`src/rtl/tspcm_pkg.sv`:
```
package tspcm_pkg;

	localparam int PACKET_BYTES = 188;
	localparam int PID_IDX_W    = 13;
	localparam int PID_COUNT    = 1 << PID_IDX_W;

	localparam int POS_W = 48;
	localparam int CNT_W = 32;

	localparam logic [7:0]       SYNC_MARK = 8'h47;
	localparam logic [12:0]      NULL_PID  = 13'h1fff;
	localparam logic [1:0]       AFC_LIMIT = 2'h2;
	localparam logic [CNT_W-1:0] CNT_MAX   = '1;

	// Queue between the classifier and the checker.
	localparam int Q_DEPTH = 4;
	localparam int Q_PTR_W = $clog2(Q_DEPTH);
	localparam int Q_CNT_W = Q_PTR_W + 1;

	// Result queue at the output.
	localparam int R_DEPTH = 2;
	localparam int R_PTR_W = $clog2(R_DEPTH);
	localparam int R_CNT_W = R_PTR_W + 1;

	typedef enum logic [1:0] {
		KIND_LOST_SYNC,
		KIND_ERROR_BIT,
		KIND_GOOD
	} kind_t;

	typedef struct packed {
		kind_t                kind;
		logic                 check_cc;
		logic [PID_IDX_W-1:0] idx;
		logic [3:0]           cc;
		logic [POS_W-1:0]     pos;
	} q_item_t;

	typedef struct packed {
		logic pop;
		logic clearing;
	} back_stat_t;

	typedef struct packed {
		logic             accepted;
		logic             error_bit_seen;
		logic             spacing_error;
		logic             continuity_error;
		logic [CNT_W-1:0] error_bit_total;
		logic [CNT_W-1:0] spacing_error_total;
		logic [CNT_W-1:0] continuity_error_total;
	} result_t;

	function automatic logic [CNT_W-1:0] sat_inc(input logic [CNT_W-1:0] v);
		return (v == CNT_MAX) ? v : v + CNT_W'(1);
	endfunction

endpackage

```
`src/rtl/tspcm_front.sv`:
```
module tspcm_front (
	input  logic                 clk,
	input  logic                 arst_n,
	input  logic                 push,
	output logic                 full,
	input  logic [7:0]           sync_value,
	input  logic                 error_indicator,
	input  logic [12:0]          pid,
	input  logic [3:0]           counter_value,
	input  logic [1:0]           adaptation_control,
	input  logic [47:0]          byte_position,
	input  tspcm_pkg::back_stat_t bstat,
	output tspcm_pkg::q_item_t   head,
	output logic                 head_valid
);
	import tspcm_pkg::*;

	q_item_t             q_mem_q [Q_DEPTH];
	logic [Q_PTR_W-1:0]  wr_ptr_q;
	logic [Q_PTR_W-1:0]  rd_ptr_q;
	logic [Q_CNT_W-1:0]  cnt_q;
	q_item_t             item_d;
	logic                do_push;

	// Classify the header on the way in so the checker only sees a kind.
	always_comb begin
		if (sync_value != SYNC_MARK) begin
			item_d.kind = KIND_LOST_SYNC;
		end else if (error_indicator) begin
			item_d.kind = KIND_ERROR_BIT;
		end else begin
			item_d.kind = KIND_GOOD;
		end
		item_d.check_cc = (pid != NULL_PID) && (adaptation_control < AFC_LIMIT);
		item_d.idx      = pid[PID_IDX_W-1:0];
		item_d.cc       = counter_value;
		item_d.pos      = byte_position;
	end

	assign full       = (cnt_q == Q_CNT_W'(Q_DEPTH)) || bstat.clearing;
	assign do_push    = push && !full;
	assign head       = q_mem_q[rd_ptr_q];
	assign head_valid = (cnt_q != '0);

	always_ff @(posedge clk) begin
		if (do_push) begin
			q_mem_q[wr_ptr_q] <= item_d;
		end
	end

	always_ff @(posedge clk or negedge arst_n) begin
		if (!arst_n) begin
			wr_ptr_q <= '0;
			rd_ptr_q <= '0;
			cnt_q    <= '0;
		end else begin
			if (do_push) begin
				wr_ptr_q <= wr_ptr_q + Q_PTR_W'(1);
			end
			if (bstat.pop) begin
				rd_ptr_q <= rd_ptr_q + Q_PTR_W'(1);
			end
			case ({do_push, bstat.pop})
				2'b10:   cnt_q <= cnt_q + Q_CNT_W'(1);
				2'b01:   cnt_q <= cnt_q - Q_CNT_W'(1);
				default: cnt_q <= cnt_q;
			endcase
		end
	end

endmodule

```
`config.mk`:
```
export PLATFORM = sky130hd
export DESIGN_NAME = tspcm_front
export DESIGN_NICKNAME = d
export VERILOG_FILES = /design/src/rtl/tspcm_pkg.sv /design/src/rtl/tspcm_front.sv
export SDC_FILE = /design/constraint.sdc
export NUM_CORES = 1
export LEC_CHECK = 0
export BUFFER_PORTS_ARGS = -buffer_cell sky130_fd_sc_hd__buf_2
export CAP_MARGIN = 20
export CORE_ASPECT_RATIO = 1.5
export CORE_UTILIZATION = 51
export DETAILED_ROUTE_END_ITERATION = 8
export PLACE_DENSITY = 0.75
export SYNTH_ARGS = -nofsm -noshare
export SYNTH_HDL_FRONTEND = slang
export SYNTH_SLANG_ARGS = --single-unit
```
`constraint.sdc`:
```
create_clock -name clk -period 2.72 [get_ports clk]
set_input_delay 0.272 -clock clk [delete_from_list [all_inputs] [get_ports clk]]
set_output_delay 0.272 -clock clk [all_outputs]
set_load 0.01 [all_outputs]
```
==> run summary, run 1 <==
The total routed wirelength came out at around 18000 um. The count of buffers inserted at the top-level ports is approximately 150. The reported leakage power is approximately 4.4 nW. The required time of the critical path came out at roughly 2500 ps. Of the total power, combinational logic draws 0.269. The kind of critical path is flop to output pin. The worst setup path is captured at an output pin. STA classifies the critical path startpoint as a flop. The number of global-route vias before repair is approximately 5300.

The all-layer global routing usage came out at 0.1808. The data arrival at the endpoint of the critical path came out at around 2200 ps. The final critical delay including setup and external delays is between 2000 and 2500 ps. The average footprint of a synthesized cell came out at 25.73 um^2. After detailed routing, the number of vias per cell comes to approximately 5.3. The initial antenna violation count was 0. The async set-reset flop share out of synthesis is 0.02509. The wire length of the first global-routing pass came out at 28480 um.

Setup total negative slack on the finished layout was measured at 0 ps. The count of flip-flops with a built-in enable after synthesis came out at ~270. The cell sitting at the root of the clock tree is a sky130_fd_sc_hd__clkbuf_16. The synthesized instance count is 403. The net switching share of the total power came out at 0.2694. Of the total synthesized cell area, the portion taken by XOR and XNOR cells is 0.005069. The count of nets after finishing came out at 722. The clock slew at the register clock pins of the worst setup and hold paths is 60 ps. The vias after detailed routing is around 4800. The residual overflow from global routing came out at 0. The total iterations of the first detailed-routing run is 4. The tightest min-delay check is of the input port to flop type. The slew at the pin closest to its max-slew limit is between 500 and 600 ps.

By area the synthesized netlist is led by sky130_fd_sc_hd__edfxtp_1 (79%), sky130_fd_sc_hd__mux4_2 (15%), sky130_fd_sc_hd__dfrtp_1 (1.7%). The detail-routed net length per standard cell is approximately 20 um. In this run the tightest slew margin relative to its limit is 0.6065. Yosys mapped the design onto 26 distinct sky130hd cell types.

The floorplan has between 60 and 70 rows. The final-layout worst hold slack is 16.42 ps. The area share of the largest cell type after synthesis came out at 0.7878. The number of violations of the max-capacitance limit came out at 0. The portion of total power attributed to sequential cells came out at 0.454. The fraction of the mapped netlist area in compound gates came out at 0.001328.

The summed instance area of the synthesized netlist came out at approximately 10000 um^2. Of the total power, the clock network draws 0.277. Dividing total power by cell area gives a power density of about 950 nW/um^2. The initial standard-cell utilization of the core is 0.5219. The dominant combinational cell family by area after synthesis is multiplexers. The internal power of the cells totals around 0.0089 W. The count of inserted antenna diode cells is 0. Setup repair after global routing left no endpoint under its margin. The final-report hold violation count is 0.

The count of boundary I/O pins came out at 151. The latest clock arrival within the worst-skew pair is 510 ps. Detailed placement ended at an HPWL of about 11000 um. The floorplan step set the die height to around 180 um.

When the netlist entered floorplanning its net count stood at 490. The maximum clock frequency came out at approximately 410 MHz. The area enclosed by the die boundary came out at 20910 um^2.

The number of max-slew violations in the final report is 0. CTS built an H-tree with a depth of 1. The number of clock sinks came out at 279. The net switching power is around 0.0033 W.

In this run the horizontal extent of the chip is roughly 120 um. The worst setup skew after layout came out at 11.80 ps. The part of the Yosys area used for sequential elements is 0.8047. The peak ir drop on the vdd network is 0.6741 mV.

The maximum number of buffers from clock root to sink is 3. The placeable core area is 19860 um^2. TritonCTS built the clock tree. For this run, the leading register cell type out of synthesis is sky130_fd_sc_hd__edfxtp_1.

The iteration-0 DRC count of the detailed router is between 300 and 400. The area fraction in and, or, nand and nor cells after synthesis came out at 0.01086. Yosys printed 0 warnings. Counting the buffers created by CTS gives 24. The synthesized design contains 279 register bits. Relative to the synthesized area, the layout overhead comes to 23.74%. The cell type with the highest aggregate area in the netlist is sky130_fd_sc_hd__edfxtp_1. The filler cell count came out at 1368. The count of final setup violators came out at 0. The portion of synthesized area spent on multiplexers is 0.1499. The flow ran to the end, and the final reports show no timing, DRC or antenna violations. The weighted congestion at the end of routability-driven global placement came out at approximately 0.72. Of the available clock period, the critical path in the final layout requires 0.8943. In the final layout, the share of cells above drive strength 1 is 0.4135. After detailed routing, the number of remaining DRC violations is 0. The largest net degree at the start of global routing is 63. The number of nets with antenna violations after detailed routing is 0. The post-synthesis share of cell area spent on full adders, half adders and majority gates is 0.007965. The maximum fanout along the worst path is 37.
## state kept, by name (all words and copies together), names as in the netlist
signal and flops:
cnt_q 3, q_mem_q 272, rd_ptr_q 2, wr_ptr_q 2
## timing repair
item	CTS	global route
buffers inserted	0	0
gates resized for setup	0	0
hold buffers	63	0
endpoints found under the hold margin	252	0
## placed cells by master (no fill, tap or decap), drive strengths merged, types with 2 or more instances in the layout
cell type | Yosys | layout
a21oi | 2 | 2
and2 | 4 | 4
buf | 16 | 159
bufinv | 0 | 3
clkbuf | 0 | 31
clkinv | 0 | 9
dfrtp | 7 | 7
dlygate4sd3 | 0 | 63
edfxtp | 272 | 272
ha | 5 | 5
inv | 4 | 4
mux2 | 2 | 2
mux4 | 68 | 68
nand2 | 3 | 3
nand4 | 2 | 2
nor2 | 4 | 4
xnor2 | 4 | 4
xor2 | 2 | 2
## path summary, 6_finish.rpt
check                                 endpoint  slack (ps)  cells past startpoint        start
worst max-delay path                  head[23]         290                      3  rd_ptr_q[1]
worst min-delay path            q_mem_q[3][63]          20                      1      pid[11]
worst max register to register        cnt_q[2]         670                      8     cnt_q[0]
worst min register to register        cnt_q[2]         540                      1     cnt_q[2]
max in group asynchronous          rd_ptr_q[0]        2410                      2       arst_n
min in group asynchronous          rd_ptr_q[1]         140                      2       arst_n
## routing by layer
metal,global-route usage,part of all wire,vias to the layer above
met2,0.3321,0.55,146
met5,0,0,-
met4,0.07648,0.035,0
met1,0.2140,0.37,2444
met3,0.02416,0.039,40
li1,-,-,2182
## synthesized netlist by cell type, types with 2 or more instances
cell type and n:
sky130_fd_sc_hd__ha_1 5, sky130_fd_sc_hd__nand2_1 3, sky130_fd_sc_hd__mux2_2 2, sky130_fd_sc_hd__mux4_2 68
sky130_fd_sc_hd__buf_2 7, sky130_fd_sc_hd__nor2_1 4, sky130_fd_sc_hd__buf_12 7, sky130_fd_sc_hd__inv_1 4
sky130_fd_sc_hd__xnor2_1 4, sky130_fd_sc_hd__dfrtp_1 7, sky130_fd_sc_hd__and2_1 4, sky130_fd_sc_hd__edfxtp_1 272
sky130_fd_sc_hd__nand4_1 2, sky130_fd_sc_hd__xor2_1 2
## cell type report
cell class                 count  area, um^2  area share
sequential                   279        8351      0.6509
timing repair buffer         222        1526      0.1190
tap                          260       325.3     0.02536
clock inverter                13       137.6     0.01073
clock buffer                  31       648.1     0.05052
multi-input combinational    104        1826      0.1423
inverter                       4       15.01    0.001170
## cells by family (layout without fill, tap and decap cells)
logic type	Yosys count	in the layout
AO/OA/AOI/OAI	2	2
XOR/XNOR	6	6
multiplexers	70	70
buffers and inverters	20	270
AND/OR/NAND/NOR	20	20
adder cells (fa/ha/maj)	6	6
flip-flops	279	279
## metrics by stage
step / utilization / std cells / setup slack, ps / total power [W] / instance area (um^2)
CTS: 0.6458 / 913 / 251.9 / 0.01229 / 12830
global route: 0.6458 / 913 / 210.0 / 0.01265 / 12830
global placement: 0.5745 / 806 / 712.5 / 0.008783 / 11410
floorplan: - / 403 / 659.3 / 0.007848 / 10370
detailed placement: 0.5745 / 806 / 673.6 / 0.008867 / 11410
finish: 0.6458 / 913 / 287.6 / 0.01213 / 12830
## power by group through the flow
| stage | registers (W) | logic (W) | clock network (W) |
|---|---|---|---|
| 3_3_place_gp | 0.00556 | 0.00322 | 0 |
| 4_1_cts | 0.00552 | 0.00334 | 0.00342 |
| 2_1_floorplan | 0.00543 | 0.00242 | 0 |
| 3_5_place_dp | 0.00561 | 0.00326 | 0 |
| 6_report | 0.00551 | 0.00327 | 0.00336 |
| 5_1_grt | 0.00556 | 0.00352 | 0.00357 |
## worst max-delay path, cell delays in order (launching register included)
cell and delay [ps]:
sky130_fd_sc_hd__dfrtp_4 800, sky130_fd_sc_hd__buf_12 290, sky130_fd_sc_hd__mux4_2 360, sky130_fd_sc_hd__buf_2 160
No activity file was read; power rests on OpenSTA's default activity.
==> run 2, diff against run 1 <==
--- a/config.mk
+++ b/config.mk
@@ -10,6 +10,7 @@
 export CORE_ASPECT_RATIO = 1.5
 export CORE_UTILIZATION = 51
 export DETAILED_ROUTE_END_ITERATION = 8
+export HOLD_SLACK_MARGIN = 0.06
 export PLACE_DENSITY = 0.75
 export SYNTH_ARGS = -nofsm -noshare
 export SYNTH_HDL_FRONTEND = slang
==> run summary, run 2 (synthesis gave the netlist of run 1 again) <==
The worst setup skew after layout came to 13.76 ps (+1.959 ps). The die span in x came out at 118.4 um (unchanged). The detail-routed net length per standard cell is 20.23 um (about the same). The count of inserted antenna diode cells is 0 (unchanged). The count of unresolved DRC violations after routing is 0 (unchanged). The number of instances resized during post-cts repair was 0 (unchanged). The latest clock arrival within the worst-skew pair came out at 510 ps (about the same).

The number of rows created at floorplan is 63 (unchanged). The number of global-route vias before repair is 5331 (+0.43%). The number of clock sinks came out at 279 (unchanged). The utilization after layout is 0.6478 (+0.002015).

The worst hold path terminates at q_mem_q[0][65]. The count of nets after finishing is 726 (+0.55%). The placeable core area came to 19860 um^2 (unchanged).

The maximum number of buffers from clock root to sink is 3 (unchanged). The most frequent standard cell in the layout excluding fill and tap cells is sky130_fd_sc_hd__edfxtp_1. For this design, the slowest cell found on the critical path is sky130_fd_sc_hd__dfrtp_4. The area enclosed by the die boundary came out at 20910 um^2 (unchanged).

The setup TNS after final layout was 0 ps (unchanged). The met2 track demand over resource came out at 0.3311 (-0.0009804). The total routed wirelength was 18550 um (+0.47%). The initial antenna violation count is 0 (unchanged).

The number of nets with antenna violations after detailed routing is 0 (unchanged). The count of cells along the worst register-to-register path is 8 (unchanged). The number of cells in the design after placement is 806 (unchanged). The portion of total power attributed to sequential cells is 0.454 (about the same). The number of violations of the max-capacitance limit came out at 0 (unchanged). The share of total power in combinational logic came out at 0.269 (about the same). The startpoint of the tightest hold check path is adaptation_control[1]. In this run the worst setup path begins at rd_ptr_q[1]. The weighted congestion at the end of routability-driven global placement was 0.7171 (unchanged).

The flow ran to the end, and the final reports show no timing, DRC or antenna violations. The largest net degree at the start of global routing came out at 63 (unchanged). The CTS buffer count came out at 24 (unchanged). The power density over cell area came out at 943.8 nW/um^2 (-0.22%).

The worst min-delay path class is input port to flop. Counting flops per register, the top entry is q_mem_q. The worst slew slack as a fraction of its limit is 0.6022 (-0.004347).

The buffers plus inverters on the worst setup path came out at 2 (unchanged). The required time of the critical path came to 2450 ps (about the same). The number of max-slew violations in the final report is 0 (unchanged). The filler cell count came to 1360 (-0.58%).

The maximum fanout along the worst path is 37 (unchanged). The slew at the pin closest to its max-slew limit is 596.7 ps (+6.520 ps). The total iterations of the first detailed-routing run was 4 (unchanged). The met1 routing resource usage after global routing came out at 0.2153 (+0.001351). The slack of the critical path came out at 277.4 ps (-10.18 ps). In the final layout, the registers with the most flip-flops are q_mem_q x272, cnt_q x3.

The wire length of the first global-routing pass is 28530 um (+0.19%). The count of buffers inserted at the top-level ports came out at 149 (unchanged). The fraction of layout cells with a size suffix above 1 came out at 0.4110 (-0.002517). Setup repair after global routing left no endpoint under its margin.

The final critical delay including setup and external delays is 2443 ps (+10.18 ps). The via density per instance came out at 5.305 (+0.66%). The critical path goes through buf_12 -> mux4_2 -> buf_2.

The half-perimeter wire length of the detailed placement result came to 11020 um (unchanged). The final-report hold violation count came out at 0 (unchanged). The iteration-0 DRC count of the detailed router is 328 (+0.92%). The kind of critical path is flop to output pin.

The clock slew at the register clock pins of the worst setup and hold paths was 60 ps (about the same). The depth of the CTS H-tree was 1 (unchanged). The worst setup timing slack at the placement stage came out at 673.6 ps (unchanged).

The initial standard-cell utilization of the core is 0.5219 (unchanged). The all-layer global routing usage is 0.1810 (+0.0002046). The top cell family by delay on the critical path is flip-flops. The maximum clock frequency came to 409.4 MHz (-0.42%). The part of the power in the clock network came to 0.277 (about the same).

The reported leakage power came out at 4.442 nW (+0.38%). The post-route non-filler standard cell count is 917 (+0.44%). In this run the critical register-to-register path is captured at cnt_q[2]. The net switching share of the total power came out at 0.2697 (+0.0003102). The layout overhead on the synthesized area is 24.13%.

The met3 demand-to-capacity share in global routing is 0.02352 (-0.0006443). Leaving out fill and tap cells, the most frequent cells in the layout are sky130_fd_sc_hd__edfxtp_1 (272), sky130_fd_sc_hd__buf_2 (149), sky130_fd_sc_hd__mux4_2 (68), sky130_fd_sc_hd__dlygate4sd3_1 (67), sky130_fd_sc_hd__clkbuf_16 (25). The hold buffer count at cts came out at 67 (+6.3%). The peak ir drop on the vdd network came out at 0.6741 mV (about the same). The data arrival at the endpoint of the critical path came out at 2170 ps (about the same). The worst setup path is launched from a flop. The cell depth of the worst min-delay path was 2 (+1). The die height is 176.6 um (unchanged). The number of flip-flops in the largest register is 272 (unchanged). The vias after detailed routing came out at 4865 (+1.1%).

The worst-case register-to-register setup slack is 670 ps (about the same). The final cycle utilization of the critical path is 0.8980 (+0.003743). The TritonCTS clock tree is yes. The cell count along the critical path is 3 (unchanged). The delay of the slowest critical-path stage was 800 ps (about the same).

CTS placed an instance of sky130_fd_sc_hd__clkbuf_16 at the clock tree root. The count of boundary I/O pins is 151 (unchanged). The internal portion of total power is 0.008869 W (about the same). The worst register-to-register path begins at cnt_q[0]. The number of buffers added for setup after CTS came out at 0 (unchanged). The kind of end point of the critical path is an output pin. The residual overflow from global routing came out at 0 (unchanged). After global routing, the most crowded layer is met2.

The count of final setup violators came out at 0 (unchanged). The net switching power is 0.003276 W (+0.20%).
## run 2: changes by cell type in the layout (fill, tap and decap cells not counted), sizes merged
cell | before | now
dlygate4sd3 | 63 | 67
## run 2: per-stage QoR
stage                     hold slack [ps]  cell area [um^2]  total power, W
after floorplan                    -23.59             10370        0.007848
after global placement              109.0             11410        0.008783
after detailed placement            112.7             11410        0.008867
after CTS                           76.35             12870         0.01229
after global routing                88.91             12870         0.01265
final                               94.36             12870         0.01215
## run 2: cell type report
type | count | area, um^2 | share of cell area
sequential | 279 | 8351 | 0.6489
multi-input combinational | 104 | 1826 | 0.1419
timing repair buffer | 226 | 1567 | 0.1217
clock buffer | 31 | 648.1 | 0.05036
tap | 260 | 325.3 | 0.02528
clock inverter | 13 | 137.6 | 0.01070
inverter | 4 | 15.01 | 0.001167
## run 2: metal layers
metal | part of all wire | vias to the layer above
met5 | 0 | -
met4 | 0.036 | 0
met3 | 0.039 | 42
met2 | 0.55 | 152
met1 | 0.38 | 2476
li1 | - | 2195
## run 2: how the worst max path moves through the flow
stage / slack, ps / end
finish: 280 / head[23]
global route: 210 / head[27]
CTS: 250 / head[23]
detailed placement: 670 / cnt_q[2]
global placement: 710 / cnt_q[2]
floorplan: 660 / q_mem_q[0][0]
## run 2: power by group through the flow
stage / Sequential [W] / Combinational [W] / Clock (W)
floorplan: 0.00543 / 0.00242 / 0
global placement: 0.00556 / 0.00322 / 0
detailed placement: 0.00561 / 0.00326 / 0
CTS: 0.00552 / 0.00335 / 0.00342
global route: 0.00556 / 0.00353 / 0.00357
finish: 0.00551 / 0.00327 / 0.00336
==> run 3, diff against run 2 <==
==> config.mk (replaced) <==
export PLATFORM = sky130hd
export DESIGN_NAME = tspcm_front
export DESIGN_NICKNAME = d
export VERILOG_FILES = /design/src/rtl/tspcm_pkg.sv /design/src/rtl/tspcm_front.sv
export SDC_FILE = /design/constraint.sdc
export NUM_CORES = 1
export LEC_CHECK = 0
export CAP_MARGIN = 20
export CORE_ASPECT_RATIO = 1.5
export CORE_UTILIZATION = 50
export DETAILED_ROUTE_END_ITERATION = 8
export DONT_BUFFER_PORTS = 1
export HOLD_SLACK_MARGIN = 0.06
export PLACE_DENSITY = 0.68
export SYNTH_ARGS = -nofsm -noshare
export SYNTH_HDL_FRONTEND = slang
export SYNTH_SLANG_ARGS = --single-unit
==> run summary, run 3 (synthesis gave the netlist of run 1 again) <==
The run finished with clean final reports. The depth of the CTS H-tree is 1 (unchanged). The net switching share of the total power came to 0.2686 (-0.001118).

The clock slew at the register clock pins of the worst setup and hold paths came to 60 ps (about the same). The die span in x came to 119.6 um (+0.98%). The worst hold path belongs to the class input port to async pin. The area enclosed by the die boundary is 21330 um^2 (+2.0%). The maximum clock frequency is 408.6 MHz (-0.20%).

The count of inserted antenna diode cells came out at 0 (unchanged). The latest clock arrival within the worst-skew pair is 510 ps (about the same). The number of rows created at floorplan is 64 (+1.6%). The CTS buffer count was 25 (+4.2%).

The placeable core area was 20340 um^2 (+2.4%). The weighted congestion at the end of routability-driven global placement came out at 0.7236 (+0.91%). The required time of the critical path is 2450 ps (about the same). The setup TNS after final layout is 0 ps (unchanged). Leaving out fill and tap cells, the most frequent cell in the layout is sky130_fd_sc_hd__edfxtp_1. The detail-routed net length per standard cell is 22.45 um (+11%). The part of the power in the clock network came out at 0.299 (+0.022). The final cycle utilization of the critical path was 0.8998 (+0.001829). Compared with the post-synthesis result, the final layout area differs by 18.02%. The wire length of the first global-routing pass came out at 26090 um (-8.6%).

The number of global-route vias before repair is 4631 (-13%). The root buffer cell chosen for the clock tree is sky130_fd_sc_hd__clkbuf_16. The count of buffers inserted at the top-level ports is 0 (-100%). The number of clock sinks is 279 (unchanged). The net switching power came to 0.003167 W (-3.3%). The maximum fanout along the worst path is 26 (-30%). The total iterations of the first detailed-routing run came to 6 (+2). The initial antenna violation count came to 0 (unchanged).

The number of instances resized during post-cts repair is 0 (unchanged). The share of total power in combinational logic came out at 0.228 (-0.041). The worst slew slack as a fraction of its limit came out at 0.6623 (+0.06010). The via density per instance is 5.535 (+4.3%). The internal portion of total power is 0.008625 W (-2.8%). The area taken by flip-flops and latches is 8351 um^2 (unchanged). The die height came out at 178.4 um (+0.99%). The setup path with the least slack is of type flop to output pin. The portion of total power attributed to sequential cells is 0.473 (+0.019). The area of combinational cells with multiple inputs came out at 1826 um^2 (unchanged).

The largest net degree at the start of global routing was 41 (-35%). The instance area at placement came out at 10710 um^2 (-6.2%). The number of buffers added for setup after CTS came out at 0 (unchanged). In the layout the commonest cells are sky130_fd_sc_hd__edfxtp_1 (272), sky130_fd_sc_hd__dlygate4sd3_1 (69), sky130_fd_sc_hd__mux4_2 (68), sky130_fd_sc_hd__clkbuf_16 (25), sky130_fd_sc_hd__buf_12 (7).

The power density over cell area came out at 963.8 nW/um^2 (+2.1%). In the final layout, the registers with the most flip-flops are q_mem_q x272, cnt_q x3. The number of flip-flops in the largest register is 272 (unchanged).

The count of cells along the worst register-to-register path was 8 (unchanged). The filler cell count is 1425 (+4.8%). The final-report hold violation count came out at 0 (unchanged). The total routed wirelength came out at 17470 um (-5.8%). The final critical delay including setup and external delays came out at 2448 ps (+4.975 ps). The vias after detailed routing is 4306 (-11%). Setup repair after global routing left no endpoint under its margin. The count of unresolved DRC violations after routing was 0 (unchanged).

The half-perimeter wire length of the detailed placement result came to 10520 um (-4.6%). The fraction of layout cells with a size suffix above 1 was 0.2490 (-0.1619). The initial standard-cell utilization of the core is 0.5097 (-0.01220). The count of nets after finishing came out at 583 (-20%). The slew at the pin closest to its max-slew limit is 506.6 ps (-90.14 ps). The residual overflow from global routing was 0 (unchanged). The startpoint class of the critical path is a flop. The number of max-slew violations in the final report is 0 (unchanged). The reported leakage power is 3.914 nW (-12%).

The count of final setup violators came out at 0 (unchanged). The maximum number of buffers from clock root to sink came out at 3 (unchanged). The hold buffer count at cts came out at 69 (+3.0%). The final cell area excluding filler cells came out at 12240 um^2 (-4.9%).

q_mem_q holds more flip-flops than any other register. The count of boundary I/O pins came out at 151 (unchanged). The number of nets with antenna violations after detailed routing came out at 0 (unchanged). The data arrival at the endpoint of the critical path is 2180 ps (about the same). The worst setup skew after layout is 12.23 ps (-1.535 ps). The iteration-0 DRC count of the detailed router came out at 190 (-42%). The peak ir drop on the vdd network came out at 0.6480 mV (-3.9%). The all-layer global routing usage came out at 0.1656 (-0.01544). TritonCTS built the clock tree. The number of violations of the max-capacitance limit came out at 0 (unchanged). The worst setup path is captured at an output pin.
## run 3: worst max-delay path, cell delays in order (launching register included)
cell and delay [ps]:
sky130_fd_sc_hd__dfrtp_4 740, sky130_fd_sc_hd__buf_12 300, sky130_fd_sc_hd__mux4_2 600
## run 3: stage by stage
| stage | hold WS, ps | cells | setup slack (ps) | power, W | utilization |
|---|---|---|---|---|---|
| 2_1_floorplan | -23.59 | 403 | 659.3 | 0.007848 | - |
| 3_3_place_gp | -23.37 | 664 | 725.1 | 0.008284 | 0.5264 |
| 3_5_place_dp | -23.38 | 664 | 669.4 | 0.008341 | 0.5264 |
| 4_1_cts | 69.68 | 778 | 194.9 | 0.01197 | 0.6016 |
| 5_1_grt | 87.77 | 778 | 126.7 | 0.01227 | 0.6016 |
| 6_report | 91.41 | 778 | 272.5 | 0.01179 | 0.6016 |
## run 3: area by class of cell
type                            instances  share of cell area
Tap cell                              264             0.02700
Clock inverter                         15             0.01503
Sequential cell                       279              0.6825
Clock buffer                           30             0.05348
Timing Repair Buffer                   82             0.07158
Multi-Input combinational cell        104              0.1492
Inverter                                4            0.001227
## run 3: layer usage
layer,vias to the layer above,track usage,share of wire
met2,122,0.3032,0.55
met5,-,0,0
met1,2258,0.1933,0.37
li1,1900,-,-
met3,26,0.03389,0.054
met4,0,0.05521,0.023
## run 3: power by group through the flow
stage,combinational (W),clock [W],sequential [W]
finish,0.00269,0.00353,0.00558
global route,0.00288,0.00375,0.00564
global placement,0.00263,0,0.00565
CTS,0.00277,0.00360,0.00560
detailed placement,0.00265,0,0.00569
floorplan,0.00242,0,0.00543
## run 3: path summary, 6_finish.rpt
check / from / to / slack, ps
setup / recovery: rd_ptr_q[0] / head[31] / 270
hold / removal: arst_n / cnt_q[1] / 90
setup reg to reg: cnt_q[0] / cnt_q[2] / 670
hold reg to reg: cnt_q[2] / cnt_q[2] / 530
max in group asynchronous: arst_n / rd_ptr_q[1] / 2370
min in group clk: push / wr_ptr_q[0] / 100
